## src/hw/rtl/edit_distance_engine_macros.svh

```systemverilog
// Assertion macros for the edit distance engine.
`ifndef EDIT_DISTANCE_ENGINE_MACROS_SVH
`define EDIT_DISTANCE_ENGINE_MACROS_SVH

`ifndef NO_ASSERTIONS
`define EDD_ASSERT(label, clk, rst, prop, msg) \
  label: assert property (@(posedge clk) disable iff (rst) prop) else $error(msg);
`define EDD_ASSERT_IMP(label, clk, rst, ante, cons, msg) \
  label: assert property (@(posedge clk) disable iff (rst) (ante) |-> (cons)) else $error(msg);
`define EDD_ASSERT_NEXT(label, clk, rst, ante, cons, msg) \
  label: assert property (@(posedge clk) disable iff (rst) (ante) |=> (cons)) else $error(msg);
`else
`define EDD_ASSERT(label, clk, rst, prop, msg)
`define EDD_ASSERT_IMP(label, clk, rst, ante, cons, msg)
`define EDD_ASSERT_NEXT(label, clk, rst, ante, cons, msg)
`endif

`endif

```

## src/hw/rtl/edd_pkg.sv

```systemverilog
// Types and codes shared by the edit distance engine.
`default_nettype none
package edd_pkg;

  localparam logic [1:0] KIND_REF    = 2'd0;
  localparam logic [1:0] KIND_QUERY  = 2'd1;
  localparam logic [1:0] KIND_FINISH = 2'd2;

  localparam int DIST_W = 7;

  typedef enum logic [1:0] {
    S_IDLE,
    S_SWEEP,
    S_FIN
  } state_t;

endpackage
`default_nettype wire

```

## src/hw/rtl/edit_distance_engine.sv

```systemverilog
// Levenshtein distance: a reference byte is stored as it is taken; a finish may wait on an output stall.
// Query byte: sweeps entries 0..n of the cost row memory for a stored reference of n bytes (at most
// MAX_LEN), one entry per cycle; no new input is taken until the sweep ends.
// After a finish beat the engine enters S_FIN and loads the distance into the output register once it is free.
// Synchronous reset clears lengths, overflow flag and handshake state; memories are not
// cleared, the row is seeded by the first query byte of each pair.
`default_nettype none
`include "edit_distance_engine_macros.svh"
module edit_distance_engine
  import edd_pkg::*;
#(
  parameter int MAX_LEN = 64
) (
  input  wire logic       clk,
  input  wire logic       rst,
  input  wire logic       s_tvalid,
  output logic            s_tready,
  input  wire logic [7:0] s_tdata,   // [7:0] symbol
  input  wire logic [1:0] s_tuser,   // [1:0] kind
  output logic            m_tvalid,
  input  wire logic       m_tready,
  output logic [7:0]      m_tdata,   // [6:0] distance, [7] zero
  output logic [0:0]      m_tuser    // [0] overflow
);

  localparam int LW = $clog2(MAX_LEN + 1);
  localparam int AW = (MAX_LEN > 1) ? $clog2(MAX_LEN) : 1;
  localparam logic [LW-1:0] MAX_CNT = LW'(MAX_LEN);
  localparam logic [LW-1:0] ONE = LW'(1);

  logic [7:0]    ref_mem [MAX_LEN];
  logic [LW-1:0] row_mem [MAX_LEN+1];

  state_t state, state_next;

  logic [LW-1:0] ref_len, query_len;
  logic          ovf;
  logic [7:0]    sym;
  logic          seed;
  logic [LW-1:0] rd_j, p_j;
  logic          rd_go, p_valid;
  logic [LW-1:0] diag, left;
  logic [7:0]    ref_q;
  logic [LW-1:0] row_q;

  logic          in_beat, out_free;
  logic          take_ref, take_query, take_fin, drop_ovf, load_out;
  logic [LW-1:0] row_raddr;
  logic [AW-1:0] ref_raddr;
  logic [LW-1:0] up, cost, m2, m3;
  logic          last_cell;
  logic [LW-1:0] dist_src;
  logic [LW+DIST_W-1:0] dist_ext;

  assign s_tready = (state == S_IDLE);
  assign in_beat  = s_tvalid && s_tready;
  assign out_free = !m_tvalid || m_tready;

  always_comb begin
    take_ref   = 1'b0;
    take_query = 1'b0;
    take_fin   = 1'b0;
    drop_ovf   = 1'b0;
    if (in_beat) begin
      case (s_tuser)
        KIND_REF: begin
          if (query_len == '0) begin
            if (ref_len >= MAX_CNT) drop_ovf = 1'b1;
            else take_ref = 1'b1;
          end
        end
        KIND_QUERY: begin
          if (query_len >= MAX_CNT) drop_ovf = 1'b1;
          else take_query = 1'b1;
        end
        KIND_FINISH: take_fin = 1'b1;
        default: ;
      endcase
    end
  end

  // DP cell: the seeded row reads as 0..n on the first query byte
  always_comb begin
    up   = seed ? p_j : row_q;
    m2   = (left < up) ? left : up;
    m3   = (m2 < diag) ? m2 : diag;
    if (p_j == '0) cost = up + ONE;
    else if (ref_q == sym) cost = diag;
    else cost = m3 + ONE;
    last_cell = p_valid && (p_j == ref_len);
  end

  assign load_out = (state == S_FIN) && out_free;

  always_comb begin
    state_next = state;
    case (state)
      S_IDLE: begin
        if (take_query) state_next = S_SWEEP;
        else if (take_fin) state_next = S_FIN;
      end
      S_SWEEP: if (last_cell) state_next = S_IDLE;
      S_FIN:   if (out_free) state_next = S_IDLE;
      default: state_next = S_IDLE;
    endcase
  end

  always_ff @(posedge clk) begin
    if (rst) state <= S_IDLE;
    else state <= state_next;
  end

  assign row_raddr = (state == S_SWEEP) ? rd_j : ref_len;
  assign ref_raddr = AW'(rd_j - ONE);

  always_ff @(posedge clk) begin
    row_q <= row_mem[row_raddr];
    ref_q <= ref_mem[ref_raddr];
    if (take_ref) ref_mem[ref_len[AW-1:0]] <= s_tdata;
    if (p_valid) row_mem[p_j] <= cost;
  end

  always_ff @(posedge clk) begin
    if (rst) begin
      ref_len   <= '0;
      query_len <= '0;
      ovf       <= 1'b0;
      rd_go     <= 1'b0;
      p_valid   <= 1'b0;
    end else begin
      if (take_ref) ref_len <= ref_len + ONE;
      if (drop_ovf) ovf <= 1'b1;
      if (take_query) begin
        query_len <= query_len + ONE;
        rd_go     <= 1'b1;
      end else if (rd_go && rd_j == ref_len) begin
        rd_go <= 1'b0;
      end
      p_valid <= (state == S_SWEEP) && rd_go;
      if (load_out) begin
        ref_len   <= '0;
        query_len <= '0;
        ovf       <= 1'b0;
      end
    end
  end

  always_ff @(posedge clk) begin
    if (take_query) begin
      sym  <= s_tdata;
      seed <= (query_len == '0);
      rd_j <= '0;
    end else if (state == S_SWEEP && rd_go && rd_j != ref_len) begin
      rd_j <= rd_j + ONE;
    end
    if (state == S_SWEEP && rd_go) p_j <= rd_j;
    if (p_valid) begin
      diag <= up;
      left <= cost;
    end
  end

  assign dist_src = (query_len == '0) ? ref_len : row_q;
  assign dist_ext = {{DIST_W{1'b0}}, dist_src};

  always_ff @(posedge clk) begin
    if (rst) begin
      m_tvalid <= 1'b0;
    end else if (load_out) begin
      m_tvalid <= 1'b1;
    end else if (m_tready) begin
      m_tvalid <= 1'b0;
    end
  end

  always_ff @(posedge clk) begin
    if (load_out) begin
      m_tdata <= {1'b0, dist_ext[DIST_W-1:0]};
      m_tuser <= ovf;
    end
  end

  `EDD_ASSERT_IMP(a_write_in_sweep, clk, rst, p_valid, state == S_SWEEP, "row write outside sweep")
  `EDD_ASSERT_IMP(a_cell_in_row, clk, rst, p_valid, p_j <= ref_len, "row index past reference")
  `EDD_ASSERT(a_len_bound, clk, rst, (ref_len <= MAX_CNT) && (query_len <= MAX_CNT), "length overrun")
  `EDD_ASSERT_NEXT(a_fin_loads, clk, rst, load_out, m_tvalid && query_len == '0 && ref_len == '0, "finish did not emit")
  `EDD_ASSERT_IMP(a_sweep_ends, clk, rst, last_cell, !rd_go, "reads still issued at last cell")

endmodule
`default_nettype wire

```

## config.mk

```make
export PLATFORM = sky130hd
export DESIGN_NAME = edit_distance_engine
export DESIGN_NICKNAME = d
export VERILOG_FILES = /design/src/hw/rtl/edd_pkg.sv /design/src/hw/rtl/edit_distance_engine.sv
export VERILOG_INCLUDE_DIRS = /design/src /design/src/hw/rtl
export SDC_FILE = /design/constraint.sdc
export NUM_CORES = 1
export LEC_CHECK = 0
export BUFFER_PORTS_ARGS = -buffer_cell sky130_fd_sc_hd__clkbuf_2
export CORE_ASPECT_RATIO = 1.5
export CORE_MARGIN = 4
export CORE_UTILIZATION = 30
export CTS_CLUSTER_SIZE = 30
export DETAILED_ROUTE_END_ITERATION = 7
export GPL_TIMING_DRIVEN = 0
export HOLD_SLACK_MARGIN = 0.08
export PLACE_DENSITY = 0.41
export SETUP_SLACK_MARGIN = 0.02
export SYNTH_ARGS = -nofsm -noshare
export SYNTH_HDL_FRONTEND = slang
export SYNTH_SLANG_ARGS = --single-unit
```

## constraint.sdc

```tcl
create_clock -name clk -period 9.2 [get_ports clk]
set_input_delay 0.46 -clock clk [delete_from_list [all_inputs] [get_ports clk]]
set_output_delay 0.46 -clock clk [all_outputs]
set_load 0.01 [all_outputs]
```

Word level (Yosys, flattened, before mapping)
Memory sizes are Yosys's and may differ from the RTL's. A register that Yosys moved wholly into a read port is not among the register bits.
Index checks and enable logic that the tools add are counted.

cells by class
  multiplexer cells = 34
  add/subtract/negate cells = 6
  reductions and logical operators = 16
  equality and inequality tests = 11
  magnitude comparators = 4

operators with widths
  cell                                                                count
  7-bit two-way mux                                                   7
  7-bit by 1-bit adder with 7-bit output, second input constant       5
  1-bit two-way mux                                                   21
  7-bit == test                                                       2
  7-bit greater-or-equal comparator, second input constant            2
  7-bit logical NOT                                                   2
  7-bit less-than comparator                                          2
  8-bit == test                                                       1
  2-bit two-way mux                                                   4
  7-bit != test                                                       1
  1-bit logical AND                                                   6
  2-bit case mux with 3 select lines                                  1
  6-bit by 1-bit subtractor with 6-bit output, second input constant  1
  2-bit by 1-bit == test with 1-bit output, second input constant     2
  2-bit == test, second input constant                                2
  2-bit logical NOT                                                   2
  2-bit != test, second input constant                                2
  2-bit nonzero test                                                  2
  3-bit by 1-bit != test with 1-bit output, second input constant     1
  3-bit AND reduction                                                 1
  1-bit case mux with 2 select lines                                  1
  2-bit OR reduction                                                  1
  1-bit logical NOT                                                   1
  1-bit logical OR                                                    1

storage, ports and cells
  memories kept = 2
  output and inout port bits = 11
  register bits = 65
  word-level logic and storage cells = 88
  bits in writable memories = 967
  bits of input ports = 14

memory list
  memory   words  width  rd ports  clocked after Yosys merged registers in  wr ports  line                        RTL
  ref_mem  64     8      1         1                                        1         edit_distance_engine.sv:31  logic [7:0] ref_mem [MAX_LEN];
  row_mem  65     7      1         1                                        1         edit_distance_engine.sv:32  logic [LW-1:0] row_mem [MAX_LEN+1];

Depth between registers and ports, before layout
  depth in word-level cells = 8
  gate-level depth with buffers = 25
  gate-level depth less buffers = 23

Worst setup path after synthesis
No wires, ideal clock.

  path type = flip-flop to flip-flop
  from = register seed
  to = register left[2], data pin
  arrival = 6.890 ns
  clock period less this slack = 7.636 ns
  stages on the path, launching flop included = 21
  setup time = 0.746 ns
  slack = 1.564 ns
  data required time = 8.454 ns
  path buffers = 2
  path through = edfxtp_1 buf_4 mux2_2 inv_1 ha_1 nand4_1 a221oi_4 or2_1 buf_4 a21o_1 inv_1 ha_1 a21o_1 a21o_1 a21o_1 nor2_1 nor3b_1 or2_2 ha_1 and4_1 o32ai_1

on the way
  cells in the longest elaborated chain, start to end = 8
  elaborated cells between the ends (all ways) = 9
  classes of those cells = 2 x add/sub; 2 x order compare; 5 x mux

RTL lines
  what                                        line                         RTL
  start, declared                             edit_distance_engine.sv:39   logic seed;
  start signal, assigned                      edit_distance_engine.sv:151  seed <= (query_len == '0);
  7-bit two-way mux (*)                       edit_distance_engine.sv:84   up = seed ? p_j : row_q;
  net up[6]                                   edit_distance_engine.sv:50   logic [LW-1:0] up, cost, m2, m3;
  7-bit less-than comparator                  edit_distance_engine.sv:85   m2 = (left < up) ? left : up;
  7-bit two-way mux (*)                       edit_distance_engine.sv:85
  7-bit less-than comparator                  edit_distance_engine.sv:86   m3 = (m2 < diag) ? m2 : diag;
  7-bit two-way mux (*)                       edit_distance_engine.sv:86
  7-bit by 1-bit adder with 7-bit output (*)  edit_distance_engine.sv:89   else cost = m3 + ONE;
  7-bit two-way mux (*)                       edit_distance_engine.sv:88   else if (ref_q == sym) cost = diag;
  7-bit two-way mux (*)                       edit_distance_engine.sv:87   if (p_j == '0) cost = up + ONE;
  net cost[2]                                 edit_distance_engine.sv:50
  end signal, assigned                        edit_distance_engine.sv:159  left <= cost;
  end, declared                               edit_distance_engine.sv:42   logic [LW-1:0] diag, left;

The timed path passes the listed nets; every way through them passes the cells marked *.
A chain may end at the register's enable or synchronous reset.

Worst setup path after layout
  from = register p_j[3]
  to = memory row_mem[57][4] (netlist bit), data pin

on the way
  cells in the longest elaborated chain, start to end = 8
  elaborated cells between the ends (all ways) = 10
  classes of those cells = 2 x add/sub; 2 x order compare; 5 x mux; 1 x reduce/logical

RTL lines
  what                                    line                         RTL
  start, declared                         edit_distance_engine.sv:40   logic [LW-1:0] rd_j, p_j;
  start signal, assigned                  edit_distance_engine.sv:156  if (state == S_SWEEP && rd_go) p_j <= rd_j;
  7-bit two-way mux                       edit_distance_engine.sv:84
  7-bit less-than comparator              edit_distance_engine.sv:85
  7-bit two-way mux                       edit_distance_engine.sv:85
  7-bit less-than comparator              edit_distance_engine.sv:86
  7-bit two-way mux                       edit_distance_engine.sv:86
  7-bit by 1-bit adder with 7-bit output  edit_distance_engine.sv:89
  7-bit two-way mux                       edit_distance_engine.sv:88
  7-bit two-way mux (*)                   edit_distance_engine.sv:87
  net cost[4]                             edit_distance_engine.sv:50
  end, declared                           edit_distance_engine.sv:32

Marked as above.

==> summary.txt <==
DETAILED ROUTING
-------------------------------------------------------------------------------------------------
Vias ...............................................................................       20,083
Post-route met1 wirelength .........................................................    42,500 µm
Highest routing layer actually used ................................................         met5
Metal2 WL ..........................................................................    63,400 µm
Drt drc ............................................................................            0
Post-DR wirelength/cell ............................................................      27.0 µm
Number of optimization iterations in the first detailed-route pass .................            6
Drt via density ....................................................................         4.81
Overall routed net length ..........................................................   113,000 µm
Drt initial violations .............................................................        1,603
Length of routed met3 wiring .......................................................      3500 µm
Antenna viol nets, final ...........................................................            0

SETUP PATH
-------------------------------------------------------------------------------------------------
Sort of element at the start of the critical path ..................................         flop
Worst endpoint data arrival time ...................................................      7.01 ns
Worst setup endpoint ............................................................... row_mem[57][4]
Element type at the critical path end ..............................................         flop
Worst setup path class .............................................................   reg -> reg
Critical R2R Capture ............................................................... row_mem[57][4]
Setup slack of the most critical reg-to-reg path ...................................      2.63 ns
Launch point of the worst reg-to-reg path ..........................................       p_j[3]
Critical Path RT ...................................................................      9.64 ns
Worst R2R Path Depth ...............................................................           24
Launching element of the worst setup path ..........................................       p_j[3]
Peak fanout along the critical path ................................................           30

FLOORPLANNING
-------------------------------------------------------------------------------------------------
Floorplan row count ................................................................          167
Starting utilization of the core area ..............................................        30.2%
I/O pin cnt ........................................................................           25
Die ar. ............................................................................  145,000 µm²
DIE HEIGHT .........................................................................       465 µm
Horizontal extent of the die .......................................................       312 µm
Floorplan core area ................................................................  138,000 µm²

CELLS AND AREA
-------------------------------------------------------------------------------------------------
Area added between synthesis and finish ............................................        15.2%
Number of fill cells in the layout .................................................       13,038
Nets ...............................................................................        2,253
Post-route insts no fill ...........................................................        4,171
Post-Route Utilization .............................................................        34.8%
Ratio of cells with drive above 1 in the final layout ..............................        24.8%

SYNTH
-------------------------------------------------------------------------------------------------
Dominant register cell in the synthesized netlist .................................. sky130_fd_sc_hd__edfxtp_1
Count of state elements after synthesis ............................................        1,047
Mean post-synth cell area ..........................................................     20.2 µm²
Number of distinct library cell variants in the gate-level netlist after synthesis .           61
Yosys warnings .....................................................................            0
Post-Synthesis Net Count ...........................................................        2,095
Part of the Yosys area used for sequential elements ................................        74.4%
Post-synth EDFFs ...................................................................        1,005
Share of synthesized registers carrying an async set or reset ......................           0%
Post-synthesis instance total ......................................................        2,062
Post-synth design cell area ........................................................   41,700 µm²

GLOBAL ROUTE
-------------------------------------------------------------------------------------------------
Wire length of the first global-routing pass .......................................   162,000 µm
Number of antenna violations at the first check in global routing ..................            2
Total grt overflow .................................................................            0
Pin count of the biggest net entering global routing ...............................           66
Vias in the first global route .....................................................       21,651
Total Routing Usage GR .............................................................        15.5%

STA
-------------------------------------------------------------------------------------------------
Fin crit period ....................................................................      6.57 ns
Worst Max-Slew Pin Slew ............................................................      1.29 ns
Number of max-slew violations in the final report ..................................            0
Post-Route Skew ....................................................................    0.0279 ns
Top achievable clock speed .........................................................    0.152 GHz
Sum Neg Setup Slack ................................................................         0 ns
Final WS setup .....................................................................      2.63 ns
Final count of negative-setup-slack endpoints ......................................            0
Final Hold Vio Count ...............................................................            0
Slew Limit Headroom ................................................................        13.7%
Period Utilization, post-route .....................................................        71.5%
Unrepaired setup endpoints after global routing ....................................        false
Worst Hold Slack ...................................................................     0.154 ns

FLOW RUN
-------------------------------------------------------------------------------------------------
Max_cap viols ......................................................................            0

PLACE
-------------------------------------------------------------------------------------------------
Setup slack at placement ...........................................................      2.66 ns
PortBufs ...........................................................................           23
Hpwl dp ............................................................................    78,300 µm
Placed cell count ..................................................................        3,964
Final GP Congestion ................................................................        0.847

CLOCK TREE
-------------------------------------------------------------------------------------------------
Root Driver ........................................................................ sky130_fd_sc_hd__clkbuf_16
Clock-pin transition on the worst setup and hold timing paths ......................      0.06 ns
Clock Sink Count ...................................................................        1,047
Clock tree from TritonCTS ..........................................................          yes
Later-pin clock latency in the skew report .........................................      0.72 ns
Clock Tree Buf Depth ...............................................................            3
Num CTS Buffers ....................................................................          107
H-Tree Depth .......................................................................            3
Post-CTS Setup Inserts .............................................................            0

WORST HOLD PATH
-------------------------------------------------------------------------------------------------
Path type of the worst min-delay path ..............................................    in -> reg

PWR
-------------------------------------------------------------------------------------------------
Static Leakage .....................................................................      15.1 nW
PD cells ...........................................................................   208 nW/µm²
Maximum VDD drop ...................................................................       153 µV

STATUS
-------------------------------------------------------------------------------------------------
Outcome ............................................................................ complete, no violations

## synthesized netlist by cell type, types with 6 or more instances
cell	count	area share [%]
sky130_fd_sc_hd__mux4_2	280	15
sky130_fd_sc_hd__o21ai_0	12	0.14
sky130_fd_sc_hd__nand3_1	21	0.25
sky130_fd_sc_hd__a21oi_1	34	0.41
sky130_fd_sc_hd__mux2i_1	45	1.1
sky130_fd_sc_hd__dfxtp_1	42	2.0
sky130_fd_sc_hd__ha_1	19	0.57
sky130_fd_sc_hd__a21o_1	7	0.13
sky130_fd_sc_hd__nor2b_1	12	0.18
sky130_fd_sc_hd__nor2_1	183	1.6
sky130_fd_sc_hd__buf_2	39	0.47
sky130_fd_sc_hd__clkbuf_1	44	0.40
sky130_fd_sc_hd__buf_4	6	0.11
sky130_fd_sc_hd__nand4_1	16	0.24
sky130_fd_sc_hd__inv_1	24	0.22
sky130_fd_sc_hd__nand2_1	68	0.61
sky130_fd_sc_hd__mux2_2	27	0.73
sky130_fd_sc_hd__xor2_1	33	0.69
sky130_fd_sc_hd__o211ai_1	23	0.41
sky130_fd_sc_hd__nor3_1	11	0.13
sky130_fd_sc_hd__xnor2_1	13	0.27
sky130_fd_sc_hd__nand2b_1	6	0.090
sky130_fd_sc_hd__edfxtp_1	1005	72
sky130_fd_sc_hd__buf_1	7	0.063
sky130_fd_sc_hd__nand3b_1	6	0.11
sky130_fd_sc_hd__o22ai_1	10	0.15
## per-stage QoR
stage,total power [mW],instance area [µm²]
after floorplan,5.61,41700
after global placement,5.81,44100
after detailed placement,5.83,44500
after CTS,10.1,48000
after global routing,10.3,48000
final,9.97,48100
## logic make-up after synthesis
| group | Yosys count | synth area share, % |
|---|---|---|
| flip-flops | 1047 | 74.4 |
| multiplexers | 357 | 17.1 |
| AND/OR/NAND/NOR | 355 | 3.85 |
| buffers and inverters | 125 | 1.37 |
| AO/OA/AOI/OAI | 112 | 1.74 |
| XOR/XNOR | 46 | 0.966 |
| adder cells (fa/ha/maj) | 19 | 0.570 |
| other | 1 | 0.00899 |
## registers in the layout (all words and copies together) (netlist names)
register   cells
ref_q          8
diag           7
state          2
rd_go          1
m_tdata        7
m_tvalid       1
m_tuser        1
ref_len        7
left           7
sym            8
row_q          7
row_mem      455
p_j            7
query_len      7
ovf            1
rd_j           7
p_valid        1
ref_mem      512
seed           1
## cell usage in the layout (no fill, tap or decap), types with 7 or more instances in the layout
cell type and n:
sky130_fd_sc_hd__clkbuf_1 65, sky130_fd_sc_hd__xor2_1 32, sky130_fd_sc_hd__buf_4 13, sky130_fd_sc_hd__clkbuf_16 108
sky130_fd_sc_hd__o21ai_0 11, sky130_fd_sc_hd__buf_12 10, sky130_fd_sc_hd__clkinv_1 28, sky130_fd_sc_hd__buf_1 7
sky130_fd_sc_hd__nand2_1 68, sky130_fd_sc_hd__o22ai_1 9, sky130_fd_sc_hd__nor2b_1 12, sky130_fd_sc_hd__ha_1 19
sky130_fd_sc_hd__mux2_2 27, sky130_fd_sc_hd__a21oi_1 34, sky130_fd_sc_hd__nor2_1 183, sky130_fd_sc_hd__clkinv_2 24
sky130_fd_sc_hd__mux4_2 280, sky130_fd_sc_hd__dfxtp_1 42, sky130_fd_sc_hd__nor3_1 11, sky130_fd_sc_hd__buf_2 42
sky130_fd_sc_hd__o211ai_1 23, sky130_fd_sc_hd__inv_1 24, sky130_fd_sc_hd__edfxtp_1 1005, sky130_fd_sc_hd__clkbuf_2 16
sky130_fd_sc_hd__xnor2_1 13, sky130_fd_sc_hd__nand4_1 16, sky130_fd_sc_hd__bufinv_16 8, sky130_fd_sc_hd__nand3_1 21
sky130_fd_sc_hd__mux2i_1 45
## report_power, final
group	internal [mW]	total, mW	switching (mW)
Clock	2.39	4.25	1.86
Combinational	0.171	0.453	0.282
Sequential	5.26	5.27	0.00952
## critical path, stage by stage, from the launching register on
cell and delay [ns]:
sky130_fd_sc_hd__edfxtp_1 0.58, sky130_fd_sc_hd__mux2i_1 0.62, sky130_fd_sc_hd__ha_1 0.22, sky130_fd_sc_hd__nand4_1 0.22
sky130_fd_sc_hd__a221oi_4 0.47, sky130_fd_sc_hd__or2_1 0.17, sky130_fd_sc_hd__buf_4 0.16, sky130_fd_sc_hd__a21o_1 0.16
sky130_fd_sc_hd__inv_1 0.05, sky130_fd_sc_hd__ha_1 0.29, sky130_fd_sc_hd__a21o_1 0.18, sky130_fd_sc_hd__a21o_1 0.19
sky130_fd_sc_hd__a21o_1 0.21, sky130_fd_sc_hd__nor2_1 0.43, sky130_fd_sc_hd__nor3b_1 0.14, sky130_fd_sc_hd__or2_2 0.30
sky130_fd_sc_hd__ha_1 0.32, sky130_fd_sc_hd__nand3_1 0.17, sky130_fd_sc_hd__nor2_1 0.05, sky130_fd_sc_hd__nand2_1 0.06
sky130_fd_sc_hd__a211oi_1 0.09, sky130_fd_sc_hd__a311oi_1 0.54, sky130_fd_sc_hd__o21ai_4 0.20, sky130_fd_sc_hd__buf_12 0.24
sky130_fd_sc_hd__buf_16 0.18
## worst min-delay path by stage
stage,slack (ns),cells past startpoint,endpoint,from
global placement,0.42,0,p_j[4],rd_j[4]
floorplan,0.40,0,p_j[2],rd_j[2]
detailed placement,0.42,0,p_j[4],rd_j[4]
CTS,0.09,4,state[1],s_tvalid
global route,0.14,1,ref_mem[19][7],s_tdata[7]
finish,0.15,4,state[1],s_tvalid
## final cells by class
| type | instances | area, µm² | area share, % |
|---|---|---|---|
| sequential | 1047 | 31000 | 64.6 |
| multi-input combinational | 890 | 10200 | 21.2 |
| clock buffer | 129 | 2780 | 5.79 |
| tap | 1859 | 2330 | 4.84 |
| clock inverter | 71 | 619 | 1.29 |
| timing repair buffer | 49 | 539 | 1.12 |
| buffer | 100 | 477 | 0.992 |
| inverter | 25 | 93.8 | 0.195 |
| antenna | 1 | 2.50 | 0.00521 |
## layer usage
metal | up-vias | global-route usage [%]
li1 | 8771 | -
met3 | 164 | 1.88
met4 | 2 | 5.01
met5 | - | 0
met2 | 416 | 30.1
met1 | 10730 | 17.5
## what timing repair did
item	4_1_cts	5_1_grt
hold endpoints to repair	5	0
hold buffers	3	0
resized for setup	0	0
endpoints found under the setup margin	0	0
No activity file was read; power rests on OpenSTA's default activity.
